**src/hw/rtl/credential_entry_and_check_macros.svh**
```systemverilog
// Assertion helpers for the credential entry RTL.
`ifndef CREDENTIAL_ENTRY_AND_CHECK_MACROS_SVH
`define CREDENTIAL_ENTRY_AND_CHECK_MACROS_SVH

// Same-cycle implication, disabled while reset is high.
`define CEC_ASSERT_IMP(label, clk, rst, ante, cons) \
  label: assert property (@(posedge clk) disable iff (rst) (ante) |-> (cons)) \
    else $error("same-cycle check failed");

// Next-cycle implication, disabled while reset is high.
`define CEC_ASSERT_NEXT(label, clk, rst, ante, cons) \
  label: assert property (@(posedge clk) disable iff (rst) (ante) |=> (cons)) \
    else $error("next-cycle check failed");

`endif

```
**src/hw/rtl/cec_pkg.sv**
```systemverilog
`default_nettype none

package cec_pkg;

  localparam int MAX_LEN_DEFAULT = 20;

  localparam logic [7:0] CHAR_ENTER_CR  = 8'h0D;
  localparam logic [7:0] CHAR_ENTER_SI  = 8'h0F;
  localparam logic [7:0] CHAR_BACKSPACE = 8'h08;

  localparam logic KIND_CHAR = 1'b0;
  localparam logic KIND_TICK = 1'b1;

  localparam logic [1:0] CFG_MAX_TRIES       = 2'd0;
  localparam logic [1:0] CFG_LOCKOUT_SECONDS = 2'd1;
  localparam logic [1:0] CFG_MIN_LENGTH      = 2'd2;

  localparam logic [3:0] MAX_TRIES_RESET       = 4'd3;
  localparam logic [3:0] LOCKOUT_SECONDS_RESET = 4'd5;
  localparam logic [4:0] MIN_LENGTH_RESET      = 5'd6;

  typedef enum logic [2:0] {
    PH_ENROLL_USER = 3'd0,
    PH_ENROLL_PASS = 3'd1,
    PH_ENTER_USER  = 3'd2,
    PH_ENTER_PASS  = 3'd3,
    PH_LOCKOUT     = 3'd4,
    PH_SIGNED_IN   = 3'd5
  } phase_t;

  typedef enum logic [3:0] {
    EV_NONE         = 4'd0,
    EV_CHAR_TAKEN   = 4'd1,
    EV_TOO_SHORT    = 4'd2,
    EV_USER_ENROLL  = 4'd3,
    EV_PASS_ENROLL  = 4'd4,
    EV_USER_ENTERED = 4'd5,
    EV_FAIL         = 4'd6,
    EV_SIGNED_IN    = 4'd7,
    EV_LOCK_START   = 4'd8,
    EV_LOCK_TICK    = 4'd9,
    EV_LOCK_OVER    = 4'd10
  } event_t;

  typedef struct packed {
    logic       kind;
    logic [7:0] char_code;
  } item_t;

  typedef struct packed {
    logic [3:0] event_res;
    logic [3:0] tries_left;
    logic [3:0] seconds_left;
    logic [4:0] entry_length;
  } result_t;

  typedef struct packed {
    logic wr_en;
    logic use_pass;
  } store_ctl_t;

endpackage

`default_nettype wire

```
**src/hw/rtl/cec_store.sv**
```systemverilog
`default_nettype none

// Enrolled username and password bytes; one write port, one registered read port.
module cec_store #(
  parameter int MAX_LEN = cec_pkg::MAX_LEN_DEFAULT
) (
  input  wire logic                       clk,
  input  wire cec_pkg::store_ctl_t        ctl,
  input  wire logic [$clog2(MAX_LEN)-1:0] idx,
  input  wire logic [$clog2(MAX_LEN)-1:0] rd_idx,
  input  wire logic [7:0]                 byte_data,
  output logic                            match
);

  logic [7:0] user_mem [MAX_LEN];
  logic [7:0] pass_mem [MAX_LEN];
  logic [7:0] user_rd;
  logic [7:0] pass_rd;

  // Fetch the byte for the position the next item will land on.
  always_ff @(posedge clk) begin
    if (ctl.wr_en && !ctl.use_pass) begin
      user_mem[idx] <= byte_data;
    end
    if (ctl.wr_en && ctl.use_pass) begin
      pass_mem[idx] <= byte_data;
    end
    user_rd <= user_mem[rd_idx];
    pass_rd <= pass_mem[rd_idx];
  end

  // Compare the typed byte against the stored one at the same position.
  always_comb begin
    if (ctl.use_pass) begin
      match = (pass_rd == byte_data);
    end else begin
      match = (user_rd == byte_data);
    end
  end

endmodule

`default_nettype wire

```
**src/hw/rtl/credential_entry_and_check.sv**
```systemverilog
// An accepted item waits in the input register until the result register is free or drained.
// Throughput: one item per cycle unless result_ready stalls it; an input register and a result register
// hold the two sides apart, and all the editing and compare logic sits between them.
// Reset (rst, synchronous, active high): phase returns to username enrollment,
// lengths and match bits clear, tries refill to 3, registers return to 3/5/6.
// Stored credential bytes keep whatever they held and are only read once written.
`default_nettype none

module credential_entry_and_check #(
  parameter int MAX_LEN = cec_pkg::MAX_LEN_DEFAULT
) (
  input  wire logic             clk,
  input  wire logic             rst,
  input  wire logic             item_valid,
  output logic                  item_ready,
  input  wire cec_pkg::item_t   item,
  output logic                  result_valid,
  input  wire logic             result_ready,
  output cec_pkg::result_t      result,
  input  wire logic             cfg_valid,
  output logic                  cfg_ready,
  input  wire logic [1:0]       cfg_index,
  input  wire logic [4:0]       cfg_data
);

  localparam int LEN_W = $clog2(MAX_LEN + 1);
  localparam int IDX_W = $clog2(MAX_LEN);
  localparam int CMP_W = (LEN_W > 5) ? LEN_W : 5;

  // Configuration registers.
  logic [3:0] max_tries;
  logic [3:0] lockout_seconds;
  logic [4:0] min_length;

  // Input stage and its advance condition.
  logic           s1_valid;
  cec_pkg::item_t s1_item;
  logic           advance;

  // Block state.
  cec_pkg::phase_t  phase, phase_next;
  logic [LEN_W-1:0]   user_len, user_len_next;
  logic [LEN_W-1:0]   pass_len, pass_len_next;
  logic [LEN_W-1:0]   typed_len, typed_len_next;
  logic [MAX_LEN-1:0] typed_match, typed_match_next;
  logic               user_ok, user_ok_next;
  logic [3:0]         tries_count, tries_count_next;
  logic [3:0]         lockout_count, lockout_count_next;
  cec_pkg::event_t    ev;

  // Store interface.
  cec_pkg::store_ctl_t st_ctl;
  logic                st_wr_en;
  logic                st_use_pass;
  logic                st_match;
  logic [IDX_W-1:0]    st_idx;
  logic [IDX_W-1:0]    st_rd_idx;

  // Decoded character and length views.
  logic             is_enter;
  logic             is_back;
  logic             at_zero;
  logic             at_full;
  logic             enrolling;
  logic             len_ok;
  logic [LEN_W-1:0] ref_len;
  logic             below_ref;
  logic [3:0]       tries_dec;
  logic [3:0]       lockout_dec;

  // Short views for the checks at the end.
  logic in_lockout;
  logic in_signed_in;
  logic lock_start_out;

  // Configuration writes are always taken; unknown indexes are dropped.
  assign cfg_ready = 1'b1;

  always_ff @(posedge clk) begin
    if (rst) begin
      max_tries       <= cec_pkg::MAX_TRIES_RESET;
      lockout_seconds <= cec_pkg::LOCKOUT_SECONDS_RESET;
      min_length      <= cec_pkg::MIN_LENGTH_RESET;
    end else if (cfg_valid && cfg_ready) begin
      unique case (cfg_index)
        cec_pkg::CFG_MAX_TRIES:       max_tries       <= cfg_data[3:0];
        cec_pkg::CFG_LOCKOUT_SECONDS: lockout_seconds <= cfg_data[3:0];
        cec_pkg::CFG_MIN_LENGTH:      min_length      <= cfg_data;
        default: ;
      endcase
    end
  end

  // Advance the held item whenever the result register is free or being drained.
  assign advance    = s1_valid && (!result_valid || result_ready);
  assign item_ready = !s1_valid || advance;

  always_ff @(posedge clk) begin
    if (rst) begin
      s1_valid <= 1'b0;
    end else if (item_ready) begin
      s1_valid <= item_valid;
    end
  end

  always_ff @(posedge clk) begin
    if (item_valid && item_ready) begin
      s1_item <= item;
    end
  end

  // Credential bytes: written while enrolling, compared while signing in.
  // The store fetches the byte for the length the block will hold after this edge.
  assign st_idx      = typed_len[IDX_W-1:0];
  assign st_rd_idx   = advance ? typed_len_next[IDX_W-1:0] : typed_len[IDX_W-1:0];
  assign st_use_pass = (phase == cec_pkg::PH_ENROLL_PASS) ||
                       (phase == cec_pkg::PH_ENTER_PASS);
  assign st_ctl      = '{wr_en: st_wr_en, use_pass: st_use_pass};

  cec_store #(
    .MAX_LEN (MAX_LEN)
  ) u_store (
    .clk       (clk),
    .ctl       (st_ctl),
    .idx       (st_idx),
    .rd_idx    (st_rd_idx),
    .byte_data (s1_item.char_code),
    .match     (st_match)
  );

  // Full match: exact length and every typed position matched.
  function automatic logic entry_matches(input logic [LEN_W-1:0]   len,
                                         input logic [LEN_W-1:0]   stored_len,
                                         input logic [MAX_LEN-1:0] bits);
    logic all_set;
    all_set = 1'b1;
    for (int i = 0; i < MAX_LEN; i++) begin
      if ((LEN_W'(i) < len) && !bits[i]) begin
        all_set = 1'b0;
      end
    end
    return (len == stored_len) && all_set;
  endfunction

  assign is_enter  = (s1_item.char_code == cec_pkg::CHAR_ENTER_CR) ||
                     (s1_item.char_code == cec_pkg::CHAR_ENTER_SI);
  assign is_back   = (s1_item.char_code == cec_pkg::CHAR_BACKSPACE);
  assign at_zero   = (typed_len == '0);
  assign at_full   = (typed_len == LEN_W'(MAX_LEN));
  assign enrolling = (phase == cec_pkg::PH_ENROLL_USER) ||
                     (phase == cec_pkg::PH_ENROLL_PASS);
  assign len_ok    = (CMP_W'(typed_len) >= CMP_W'(min_length));
  assign ref_len   = (phase == cec_pkg::PH_ENTER_USER) ? user_len : pass_len;
  assign below_ref = (typed_len < ref_len);
  assign tries_dec   = (tries_count != '0) ? tries_count - 4'd1 : tries_count;
  assign lockout_dec = (lockout_count != '0) ? lockout_count - 4'd1 : lockout_count;

  always_comb begin
    phase_next         = phase;
    user_len_next      = user_len;
    pass_len_next      = pass_len;
    typed_len_next     = typed_len;
    typed_match_next   = typed_match;
    user_ok_next       = user_ok;
    tries_count_next   = tries_count;
    lockout_count_next = lockout_count;
    ev                 = cec_pkg::EV_NONE;
    st_wr_en           = 1'b0;

    if (s1_item.kind == cec_pkg::KIND_TICK) begin
      // Ticks only count down a lockout; elsewhere they are dropped.
      if (phase == cec_pkg::PH_LOCKOUT) begin
        lockout_count_next = lockout_dec;
        if (lockout_dec == '0) begin
          ev               = cec_pkg::EV_LOCK_OVER;
          tries_count_next = max_tries;
          phase_next       = cec_pkg::PH_ENTER_USER;
          typed_len_next   = '0;
        end else begin
          ev = cec_pkg::EV_LOCK_TICK;
        end
      end
    end else begin
      unique case (phase)
        cec_pkg::PH_ENROLL_USER, cec_pkg::PH_ENROLL_PASS,
        cec_pkg::PH_ENTER_USER, cec_pkg::PH_ENTER_PASS: begin
          priority if (at_zero && (is_enter || is_back)) begin
            ev = cec_pkg::EV_NONE;
          end else if (is_enter) begin
            typed_len_next = '0;
            if (enrolling) begin
              // Enrollment ends only once the entry is long enough.
              if (!len_ok) begin
                ev = cec_pkg::EV_TOO_SHORT;
              end else if (phase == cec_pkg::PH_ENROLL_USER) begin
                user_len_next = typed_len;
                phase_next    = cec_pkg::PH_ENROLL_PASS;
                ev            = cec_pkg::EV_USER_ENROLL;
              end else begin
                pass_len_next = typed_len;
                phase_next    = cec_pkg::PH_ENTER_USER;
                ev            = cec_pkg::EV_PASS_ENROLL;
              end
            end else begin
              typed_match_next = '0;
              if (phase == cec_pkg::PH_ENTER_USER) begin
                user_ok_next = entry_matches(typed_len, user_len, typed_match);
                phase_next   = cec_pkg::PH_ENTER_PASS;
                ev           = cec_pkg::EV_USER_ENTERED;
              end else if (user_ok && entry_matches(typed_len, pass_len, typed_match)) begin
                tries_count_next = max_tries;
                phase_next       = cec_pkg::PH_SIGNED_IN;
                ev               = cec_pkg::EV_SIGNED_IN;
              end else begin
                // Failed sign-in: spend a try, lock out when none remain.
                tries_count_next = tries_dec;
                if (tries_dec != '0) begin
                  phase_next = cec_pkg::PH_ENTER_USER;
                  ev         = cec_pkg::EV_FAIL;
                end else begin
                  lockout_count_next = lockout_seconds;
                  phase_next         = cec_pkg::PH_LOCKOUT;
                  ev                 = cec_pkg::EV_LOCK_START;
                end
              end
            end
          end else if (is_back) begin
            typed_len_next = typed_len - LEN_W'(1);
            ev             = cec_pkg::EV_CHAR_TAKEN;
          end else if (!at_full) begin
            typed_len_next = typed_len + LEN_W'(1);
            ev             = cec_pkg::EV_CHAR_TAKEN;
            if (enrolling) begin
              st_wr_en = 1'b1;
            end else begin
              typed_match_next[st_idx] = below_ref && st_match;
            end
          end else begin
            // Drop printable bytes once the field is full.
            ev = cec_pkg::EV_NONE;
          end
        end
        cec_pkg::PH_LOCKOUT, cec_pkg::PH_SIGNED_IN: begin
          ev = cec_pkg::EV_NONE;
        end
        default: begin
          ev = cec_pkg::EV_NONE;
        end
      endcase
    end

    // Hold everything unless the item actually moves into the result register.
    if (!advance) begin
      st_wr_en = 1'b0;
    end
  end

  always_ff @(posedge clk) begin
    if (rst) begin
      phase         <= cec_pkg::PH_ENROLL_USER;
      user_len      <= '0;
      pass_len      <= '0;
      typed_len     <= '0;
      typed_match   <= '0;
      user_ok       <= 1'b0;
      tries_count   <= cec_pkg::MAX_TRIES_RESET;
      lockout_count <= '0;
    end else if (advance) begin
      phase         <= phase_next;
      user_len      <= user_len_next;
      pass_len      <= pass_len_next;
      typed_len     <= typed_len_next;
      typed_match   <= typed_match_next;
      user_ok       <= user_ok_next;
      tries_count   <= tries_count_next;
      lockout_count <= lockout_count_next;
    end
  end

  // Result register: load on advance, drop once the consumer takes the transfer.
  always_ff @(posedge clk) begin
    if (rst) begin
      result_valid <= 1'b0;
    end else if (advance) begin
      result_valid <= 1'b1;
    end else if (result_ready) begin
      result_valid <= 1'b0;
    end
  end

  always_ff @(posedge clk) begin
    if (advance) begin
      result.event_res    <= ev;
      result.tries_left   <= tries_count_next;
      result.seconds_left <= lockout_count_next;
      result.entry_length <= 5'(typed_len_next);
    end
  end

  assign in_lockout     = (phase == cec_pkg::PH_LOCKOUT);
  assign in_signed_in   = (phase == cec_pkg::PH_SIGNED_IN);
  assign lock_start_out = result_valid && (result.event_res == cec_pkg::EV_LOCK_START);

`include "credential_entry_and_check_macros.svh"

  `CEC_ASSERT_IMP(a_len_bound, clk, rst, 1'b1, typed_len <= LEN_W'(MAX_LEN))
  `CEC_ASSERT_IMP(a_lockout_empty, clk, rst, in_lockout, typed_len == '0)
  `CEC_ASSERT_NEXT(a_signed_in_sticks, clk, rst, in_signed_in, in_signed_in)
  `CEC_ASSERT_IMP(a_lock_start_count, clk, rst, lock_start_out, result.seconds_left == lockout_seconds)

endmodule

`default_nettype wire

```
**config.mk**
```make
export PLATFORM = sky130hd
export DESIGN_NAME = credential_entry_and_check
export DESIGN_NICKNAME = d
export VERILOG_FILES = /design/src/hw/rtl/cec_pkg.sv /design/src/hw/rtl/cec_store.sv /design/src/hw/rtl/credential_entry_and_check.sv
export VERILOG_INCLUDE_DIRS = /design/src /design/src/hw/rtl
export SDC_FILE = /design/constraint.sdc
export NUM_CORES = 1
export LEC_CHECK = 0
export BUFFER_PORTS_ARGS = -buffer_cell sky130_fd_sc_hd__buf_2
export CAP_MARGIN = 10
export CORE_ASPECT_RATIO = 1.2
export CORE_MARGIN = 5
export CORE_UTILIZATION = 60
export DETAILED_ROUTE_END_ITERATION = 8
export PLACE_DENSITY = 0.77
export SLEW_MARGIN = 30
export SYNTH_ARGS = -nofsm -noshare
export SYNTH_HDL_FRONTEND = slang
export SYNTH_SLANG_ARGS = --single-unit
```
**constraint.sdc**
```tcl
create_clock -name clk -period 7.7 [get_ports clk]
set_input_delay 0.385 -clock clk [delete_from_list [all_inputs] [get_ports clk]]
set_output_delay 0.385 -clock clk [all_outputs]
set_load 0.02 [all_outputs]
```
==> results of run 1 <==
## power groups by stage
stage / logic (mW) / clock network (mW) / registers, mW
detailed placement: 0.508 / 0 / 2.60
CTS: 0.513 / 2.09 / 2.55
global placement: 0.497 / 0 / 2.59
global route: 0.564 / 2.19 / 2.55
floorplan: 0.380 / 0 / 2.59
finish: 0.520 / 2.07 / 2.55
## cell usage after synthesis, drive strengths merged, types with 19 or more instances
library cell | instances | area share
a221oi | 46 | 0.026
nand3 | 81 | 0.022
edfxtp | 346 | 0.55
dfxtp | 78 | 0.083
inv | 22 | 0.0044
nand2 | 253 | 0.051
a31oi | 35 | 0.012
o21ai | 55 | 0.015
and2 | 35 | 0.012
nor3 | 19 | 0.0053
clkbuf | 43 | 0.0088
buf | 69 | 0.023
a21oi | 64 | 0.017
nor2 | 127 | 0.026
mux2i | 82 | 0.044
## critical path: cells and delay by family (launching register included)
family | cells | cell delay (ps)
compound gates | 5 | 1060
fa+ha+maj | 1 | 410
buf+inv | 3 | 1480
flops | 1 | 810
simple gates | 3 | 750
## worst paths after layout
kind	to	slack [ps]	cells after the start
worst max-delay path	u_store.user_rd[7]	3050	12
worst min-delay path	s1_item[1]	20	1
worst max register to register	u_store.user_rd[7]	3050	12
worst min register to register	typed_match[11]	480	2
## through the flow
| step | utilization | total power, mW |
|---|---|---|
| after floorplan | - | 2.97 |
| after global placement | 0.614 | 3.09 |
| after detailed placement | 0.614 | 3.10 |
| after CTS | 0.659 | 5.15 |
| after global routing | 0.660 | 5.30 |
| final | 0.660 | 5.14 |
## area by class of cell
cell class / instances / area, um^2
fillers: 2205 / 10600
multi-input cells: 1017 / 6250
flip-flops and latches: 424 / 12000
inverters: 22 / 82.6
clock buffers: 49 / 1120
well taps: 401 / 502
repair buffers: 65 / 418
clock inverters: 27 / 269
## flip-flops by register name, summed over array words and instances, names as in the netlist, 5 cells and up
signal and count:
u_store.user_rd 8, u_store.pass_mem 160, typed_match 20, user_len 5, result 17, u_store.pass_rd 8
min_length 5, pass_len 5, s1_item 9, st_idx 5, u_store.user_mem 160
## per-layer routing
| layer | GRT usage | wire (um) | part of all wire | vias to the layer above |
|---|---|---|---|---|
| met4 | 0.0914 | 1660 | 0.037 | 0 |
| met1 | 0.342 | 17300 | 0.38 | 6221 |
| met3 | 0.0524 | 3940 | 0.087 | 114 |
| li1 | - | - | - | 5818 |
| met2 | 0.427 | 22300 | 0.49 | 634 |
| met5 | 0 | 0 | 0 | - |
## cells by family (layout without fill, tap and decap cells)
group                      count (synthesis)  count (layout)  synth area share
xor gates and xnor gates                  21              21           0.00977
AOI/OAI and AO/OA                        302             302             0.118
buffers and inverters                    134             163            0.0360
and+or+nand+nor                          594             594             0.147
adders and majority gates                 16              16            0.0106
DFF                                      424             424             0.635
other                                      1               1          0.000199
muxes                                     83              83            0.0442
==> results.json, run 1 <==
{
  "synth-edff-count": 346,
  "drtAntennaViolNets": 0,
  "internal-power_mw": 3.90,
  "slowest_delay_ps": 810,
  "vdd_drop_max_v": 0.000266,
  "hold_buffers": 2,
  "drt-wirelength-per-cell_um": 22.5,
  "instances_no_fill": 2005,
  "post-dp-hpwl_mm": 27.2,
  "setup_violations": 0,
  "ys_warn_count": 0,
  "pin_count": 41,
  "die-width_um": 172,
  "dpl_worst_slack_ps": 3210,
  "fin_area_um2": 20600,
  "track_usage": 0.258,
  "core-area_um2": 31200,
  "status": "complete, no violations",
  "finClkSkew_ps": 22.8,
  "p_comb_frac": 0.101,
  "cp.required_ps": 8130,
  "synthToLayoutAreaGrowth_pct": 9.42,
  "fmax_mhz": 215,
  "crit_path_start_kind": "flip-flop",
  "routed_wl_mm": 45.1,
  "arrival_ps": 5090,
  "hold_start": "item[1]",
  "diodes": 0,
  "first_pass_iters": 5,
  "clockBufferDepth": 3,
  "maxCapViolCount": 0,
  "fin_ws_ps": 3050,
  "antenna_found_initial": 0,
  "cpMostUsedCell": "inv_1",
  "die_y_um": 204,
  "cts-buffers-inserted": 42,
  "cpMaxStageDelayCell": "dfxtp_1",
  "die_area_um2": 35000,
  "end_kind": "flip-flop",
  "grt.overflow.total": 0,
  "syn-num-nets": 1612,
  "rsz0062_at_grt": "false",
  "leakagePower_nw": 7.03,
  "final_common_cell": "edfxtp_1",
  "relSlewSlack": 0.340,
  "drive_gt1_frac": 0.113,
  "slew_viol_final": 0,
  "finalCritPeriodShare": 0.604,
  "path_max_fanout": 65,
  "rr_startpoint": "st_idx[1]",
  "gp_congestion": 0.915,
  "ys_seq_elements": 424,
  "dp_cells": 1926,
  "path_class": "reg2reg",
  "async_flop_share": 0,
  "seq_area_frac_synth": 0.635,
  "start_util": 0.604,
  "tightest_slew_ps": 986,
  "post-cts-setup-buffers": 0,
  "placed_area_um2": 19200,
  "cts_root_buf": "clkbuf_16",
  "synth_flop_cell": "edfxtp_1",
  "fin_tns_setup_ps": 0,
  "htreeDepth": 2,
  "syn_area_um2": 18800,
  "drtIter0Drc": 1323,
  "p_seq_frac": 0.496,
  "clock-sinks": 424,
  "timing.final.crit_period_ps": 4650,
  "hold_ws_ps": 18.1,
  "cts_tree": "built",
  "avgViaCountPerCell": 6.38,
  "route.detailed.drc": 0,
  "crit_chain": "inv_1 -> ha_1 -> nor4b_4 -> a22oi_1 -> o21ai_1 -> nor4_4 -> a32o_2 -> buf_4 -> nor3_1 -> inv_1 -> o221ai_1 -> a221oi_1",
  "mostFrequentLayoutCells": "346 x edfxtp_1, 252 x nand2_1, 114 x nor2_1",
  "grt_pass1_wl_mm": 70.0,
  "cts_resized": 0,
  "final_nets": 1609,
  "avgSynthCellArea_um2": 12.0,
  "grt_max_degree": 101,
  "holdCritPathClass": "in2reg",
  "clk_latency_ps": 560,
  "crit_start": "st_idx[1]",
  "power_density_nw_per_um2": 250,
  "synth_cell_type_count": 84,
  "netSwitchingFraction": 0.240,
  "vias": 12787,
  "switchingPower_mw": 1.23,
  "synth_cells": 1575,
  "grt_pass1_vias": 12342,
  "final_hold_viol_count": 0,
  "clk_pin_slew_worst_paths_ps": 60,
  "io_buffers": 39,
  "clkPwrFrac": 0.403,
  "std_cell_rows": 71
}
Power figures use the tool's default switching activity.
==> run 2, diff against run 1 <==
==> constraint.sdc (replaced) <==
create_clock -name clk -period 4.5 [get_ports clk]
set_input_delay 0.225 -clock clk [delete_from_list [all_inputs] [get_ports clk]]
set_output_delay 0.225 -clock clk [all_outputs]
set_load 0.02 [all_outputs]
==> results.json, run 2 (same netlist as run 1, synthesis figures left out) <==
{
  "setup_violations": 0,
  "cpMaxStageDelayCell": "or2_2",
  "io_buffers": 39,
  "leakagePower_nw": 7.09,
  "maxCapViolCount": 0,
  "gp_congestion": 0.887,
  "drtIter0Drc": 1662,
  "p_comb_frac": 0.111,
  "synthToLayoutAreaGrowth_pct": 9.96,
  "drtAntennaViolNets": 0,
  "route.detailed.drc": 0,
  "first_pass_iters": 6,
  "antenna_found_initial": 0,
  "finClkSkew_ps": 12.9,
  "final_hold_viol_count": 0,
  "crit_family": "simple AND/OR/NAND/NOR gates",
  "diodes": 0,
  "reg_top3": "u_store.pass_mem: 160 flops, u_store.user_mem: 160 flops, typed_match: 20 flops",
  "critPathBufInv": 1,
  "final_common_cell": "edfxtp_1",
  "fin_tns_setup_ps": 0,
  "fill_cells": 2196,
  "cts_root_buf": "clkbuf_16",
  "timing.final.crit_period_ps": 3900,
  "hold_buffers": 16,
  "reg2reg_slack_ps": 600,
  "power_mw": 8.56,
  "cp.required_ps": 4900,
  "end_kind": "flip-flop",
  "p_seq_frac": 0.508,
  "r2r_end": "u_store.pass_rd[0]",
  "cts-buffers-inserted": 42,
  "drt-wirelength-per-cell_um": 23.1,
  "cts_tree": "built",
  "grt_max_degree": 101,
  "status": "complete, no violations",
  "grt_pass1_wl_mm": 71.9,
  "hold_end": "max_tries[2]",
  "ff2ff_path_depth": 9,
  "vias": 13021,
  "path_class": "reg2reg",
  "die_area_um2": 35000,
  "track_usage": 0.266,
  "switchingPower_mw": 2.09,
  "core-area_um2": 31200,
  "vdd_drop_max_v": 0.000396,
  "grt_pass1_vias": 12459,
  "crit_path_start_kind": "flip-flop",
  "hold_start": "cfg_index[0]",
  "slowest_delay_ps": 580,
  "post-cts-setup-buffers": 0,
  "finalCritPeriodShare": 0.867,
  "die_y_um": 204,
  "power_density_nw_per_um2": 414,
  "clock-sinks": 424,
  "path_max_fanout": 29,
  "drive_gt1_frac": 0.108,
  "rsz0062_at_grt": "false",
  "netSwitchingFraction": 0.245,
  "hold_path_depth": 4,
  "post-dp-hpwl_mm": 29.1,
  "final_nets": 1634,
  "fmax_mhz": 256,
  "slew_viol_final": 0,
  "relSlewSlack": 0.329,
  "clkPwrFrac": 0.381,
  "clk_pin_slew_worst_paths_ps": 60,
  "start_util": 0.604,
  "clk_latency_ps": 550,
  "cts_resized": 0,
  "pin_count": 41,
  "mostFrequentLayoutCells": "346 x edfxtp_1, 252 x nand2_1, 124 x nor2_1",
  "tightest_slew_ps": 1000,
  "rr_startpoint": "st_idx[1]",
  "grt.overflow.total": 0,
  "std_cell_rows": 71,
  "die-width_um": 172,
  "internal-power_mw": 6.46,
  "holdCritPathClass": "in2reg",
  "arrival_ps": 4300,
  "crit_chain": "inv_1 -> ha_1 -> nor4b_4 -> o21ai_1 -> a41o_1 -> or2_2 -> and2_1 -> nor2_4 -> a221oi_1",
  "avgViaCountPerCell": 6.41,
  "htreeDepth": 2,
  "routed_wl_mm": 46.9,
  "clockBufferDepth": 3
}
-- run 2: changes by cell type in the layout (fill, tap and decap cells not counted), moves of 4 or more --
cell / change
buf_4: +10
dlygate4sd3_1: +14
bufinv_16: -4
nor2_1: +10
nor2_2: -10
clkbuf_1: +7
-- run 2: how the worst max path moves through the flow --
stage | slack, ps | cells past startpoint | startpoint | endpoint
floorplan | 1290 | 10 | s1_item[7] | u_store.pass_rd[1]
global placement | 860 | 9 | st_idx[1] | u_store.pass_rd[0]
detailed placement | 750 | 9 | st_idx[1] | u_store.user_rd[3]
CTS | 720 | 9 | st_idx[1] | u_store.user_rd[3]
global route | 380 | 12 | st_idx[1] | u_store.pass_rd[6]
finish | 600 | 9 | st_idx[1] | u_store.pass_rd[0]
-- run 2: layout make-up --
cell class | instances | area, um^2 | share of cell area
Clock buffer | 56 | 1130 | 0.0548
Clock inverter | 20 | 133 | 0.00641
Inverter | 22 | 82.6 | 0.00399
Multi-Input combinational cell | 1017 | 6220 | 0.301
Sequential cell | 424 | 12000 | 0.577
Tap cell | 401 | 502 | 0.0242
Timing Repair Buffer | 90 | 668 | 0.0323
-- run 2: metal layers --
| layer | vias up | global-route usage | routed length [um] |
|---|---|---|---|
| li1 | 5877 | - | - |
| met1 | 6343 | 0.351 | 17900 |
| met2 | 682 | 0.453 | 23500 |
| met3 | 119 | 0.0426 | 3810 |
| met4 | 0 | 0.0843 | 1660 |
| met5 | - | 0 | 0 |
-- run 2: per-stage QoR --
stage | hold WS [ps] | cells | utilization | cell area [um^2] | worst slack [ps]
floorplan | 324 | 1575 | - | 18800 | 1290
global placement | 403 | 1938 | 0.618 | 19300 | 856
detailed placement | 405 | 1938 | 0.618 | 19300 | 749
CTS | 124 | 2030 | 0.664 | 20700 | 717
global route | 167 | 2030 | 0.664 | 20700 | 383
finish | 138 | 2030 | 0.664 | 20700 | 598
-- run 2: power by group through the flow --
stage | Sequential, mW | Clock [mW] | Combinational, mW
4_1_cts | 4.34 | 3.29 | 0.937
2_1_floorplan | 4.44 | 0 | 0.650
5_1_grt | 4.35 | 3.48 | 1.01
3_5_place_dp | 4.43 | 0 | 0.919
6_report | 4.35 | 3.26 | 0.950
3_3_place_gp | 4.43 | 0 | 0.905
-- run 2: worst min-delay path, cell delays in order --
cell	delay, ps
buf_2	90
nor3b_1	110
mux2i_1	140
nor2_1	70
==> run 3, diff against run 2 <==
--- a/config.mk
+++ b/config.mk
@@ -6,6 +6,7 @@
 export SDC_FILE = /design/constraint.sdc
 export NUM_CORES = 1
 export LEC_CHECK = 0
+export ABC_CLOCK_PERIOD_IN_PS = 4500
 export BUFFER_PORTS_ARGS = -buffer_cell sky130_fd_sc_hd__buf_2
 export CAP_MARGIN = 10
 export CORE_ASPECT_RATIO = 1.2
@@ -13,7 +14,7 @@
 export CORE_UTILIZATION = 60
 export DETAILED_ROUTE_END_ITERATION = 8
 export PLACE_DENSITY = 0.77
-export SLEW_MARGIN = 30
+export SLEW_MARGIN = 20
 export SYNTH_ARGS = -nofsm -noshare
 export SYNTH_HDL_FRONTEND = slang
 export SYNTH_SLANG_ARGS = --single-unit
==> constraint.sdc (replaced) <==
create_clock -name clk -period 4.5 [get_ports clk]
set_input_delay 0.9 -clock clk [delete_from_list [all_inputs] [get_ports clk]]
set_output_delay 0.9 -clock clk [all_outputs]
set_load 0.02 [all_outputs]
==> results.json, run 3 (same netlist as run 1, synthesis figures left out) <==
{
  "htreeDepth": 2,
  "reg_top3": "u_store.pass_mem: 160 flops, u_store.user_mem: 160 flops, typed_match: 20 flops",
  "fin_tns_setup_ps": 0,
  "gp_congestion": 0.948,
  "status": "complete, no violations",
  "synthToLayoutAreaGrowth_pct": 9.76,
  "route.detailed.drc": 0,
  "drtIter0Drc": 1506,
  "p_seq_frac": 0.502,
  "drt-wirelength-per-cell_um": 22.7,
  "path_max_fanout": 42,
  "drtAntennaViolNets": 0,
  "core-area_um2": 31200,
  "maxCapViolCount": 0,
  "cts_root_buf": "clkbuf_16",
  "cts_tree": "built",
  "first_pass_iters": 5,
  "timing.final.crit_period_ps": 3810,
  "hold_buffers": 0,
  "grt.overflow.total": 0,
  "post-dp-hpwl_mm": 29.3,
  "vias": 12932,
  "cts_resized": 0,
  "mostFrequentLayoutCells": "346 x edfxtp_1, 252 x nand2_1, 126 x nor2_1",
  "pin_count": 41,
  "final_common_cell": "edfxtp_1",
  "grt_pass1_vias": 12867,
  "power_density_nw_per_um2": 419,
  "register_area_um2": 12000,
  "leakagePower_nw": 7.11,
  "die-width_um": 172,
  "final_hold_viol_count": 0,
  "finClkSkew_ps": 23.0,
  "crit_path_start_kind": "flip-flop",
  "fmax_mhz": 262,
  "power_mw": 8.65,
  "start_util": 0.604,
  "grt_pass1_wl_mm": 71.4,
  "die_y_um": 204,
  "setup_violations": 0,
  "clk_pin_slew_worst_paths_ps": 70,
  "clk_latency_ps": 550,
  "die_area_um2": 35000,
  "holdCritPathClass": "reg2reg",
  "final_nets": 1628,
  "slew_viol_final": 0,
  "cts-buffers-inserted": 42,
  "end_kind": "flip-flop",
  "path_class": "reg2reg",
  "diodes": 0,
  "relSlewSlack": 0.347,
  "routed_wl_mm": 46.0,
  "cp.required_ps": 4940,
  "antenna_found_initial": 0,
  "arrival_ps": 4260,
  "io_buffers": 39,
  "fill_cells": 2194,
  "vdd_drop_max_v": 0.000438,
  "clock-sinks": 424,
  "reg2reg_slack_ps": 690,
  "finalCritPeriodShare": 0.848,
  "p_comb_frac": 0.108,
  "std_cell_rows": 71,
  "rsz0062_at_grt": "false",
  "clkPwrFrac": 0.390,
  "multi_input_area_um2": 6210,
  "track_usage": 0.262,
  "avgViaCountPerCell": 6.39,
  "drive_gt1_frac": 0.116,
  "clockBufferDepth": 3,
  "switchingPower_mw": 2.08,
  "tightest_slew_ps": 976,
  "internal-power_mw": 6.57,
  "grt_max_degree": 65,
  "netSwitchingFraction": 0.240,
  "post-cts-setup-buffers": 0
}
run 3: layout make-up:
cell class / count / share of cell area
Inverter: 22 / 0.00400
Timing Repair Buffer: 84 / 0.0276
Multi-Input combinational cell: 1017 / 0.301
Tap cell: 401 / 0.0243
Clock buffer: 54 / 0.0581
Clock inverter: 22 / 0.00660
Sequential cell: 424 / 0.579
run 3: routing by layer:
| metal | vias to the layer above | GRT usage | routed length, um |
|---|---|---|---|
| met4 | 0 | 0.0999 | 1850 |
| met2 | 629 | 0.451 | 23100 |
| met1 | 6297 | 0.332 | 17500 |
| met3 | 134 | 0.0455 | 3580 |
| li1 | 5872 | - | - |
| met5 | - | 0 | 0 |
run 3: worst paths after layout:
path                                           end       startpoint  depth (start not counted)
worst min register to register     typed_match[15]  typed_match[15]                          2
worst min-delay path               typed_match[15]  typed_match[15]                          2
worst max register to register  u_store.pass_rd[2]        st_idx[2]                         11
worst max-delay path            u_store.pass_rd[2]        st_idx[2]                         11
run 3: metrics by stage:
| stage | hold WS [ps] | cells | setup WS, ps | utilization | area, um^2 |
|---|---|---|---|---|---|
| after floorplan | 436 | 1575 | 1290 | - | 18800 |
| after global placement | 456 | 1948 | 942 | 0.620 | 19300 |
| after detailed placement | 466 | 1948 | 807 | 0.620 | 19300 |
| after CTS | 475 | 2024 | 800 | 0.663 | 20700 |
| after global routing | 498 | 2024 | 502 | 0.663 | 20700 |
| final | 477 | 2024 | 685 | 0.663 | 20700 |
run 3: critical path: stages (launching register included):
cell and delay, ps:
dfxtp_1 690, buf_4 370, nor4b_4 120, a22oi_1 190
o21ai_1 180, nor4_4 530, a32o_2 480, buf_4 480
nand2_1 120, nand3_1 110, nand2_1 100, a221oi_2 290
run 3: power by group through the flow:
stage	combinational (mW)	sequential [mW]	clock, mW
final	0.938	4.34	3.37
after global placement	0.905	4.42	0
after detailed placement	0.925	4.42	0
after floorplan	0.650	4.44	0
after CTS	0.929	4.34	3.42
after global routing	1.00	4.34	3.60
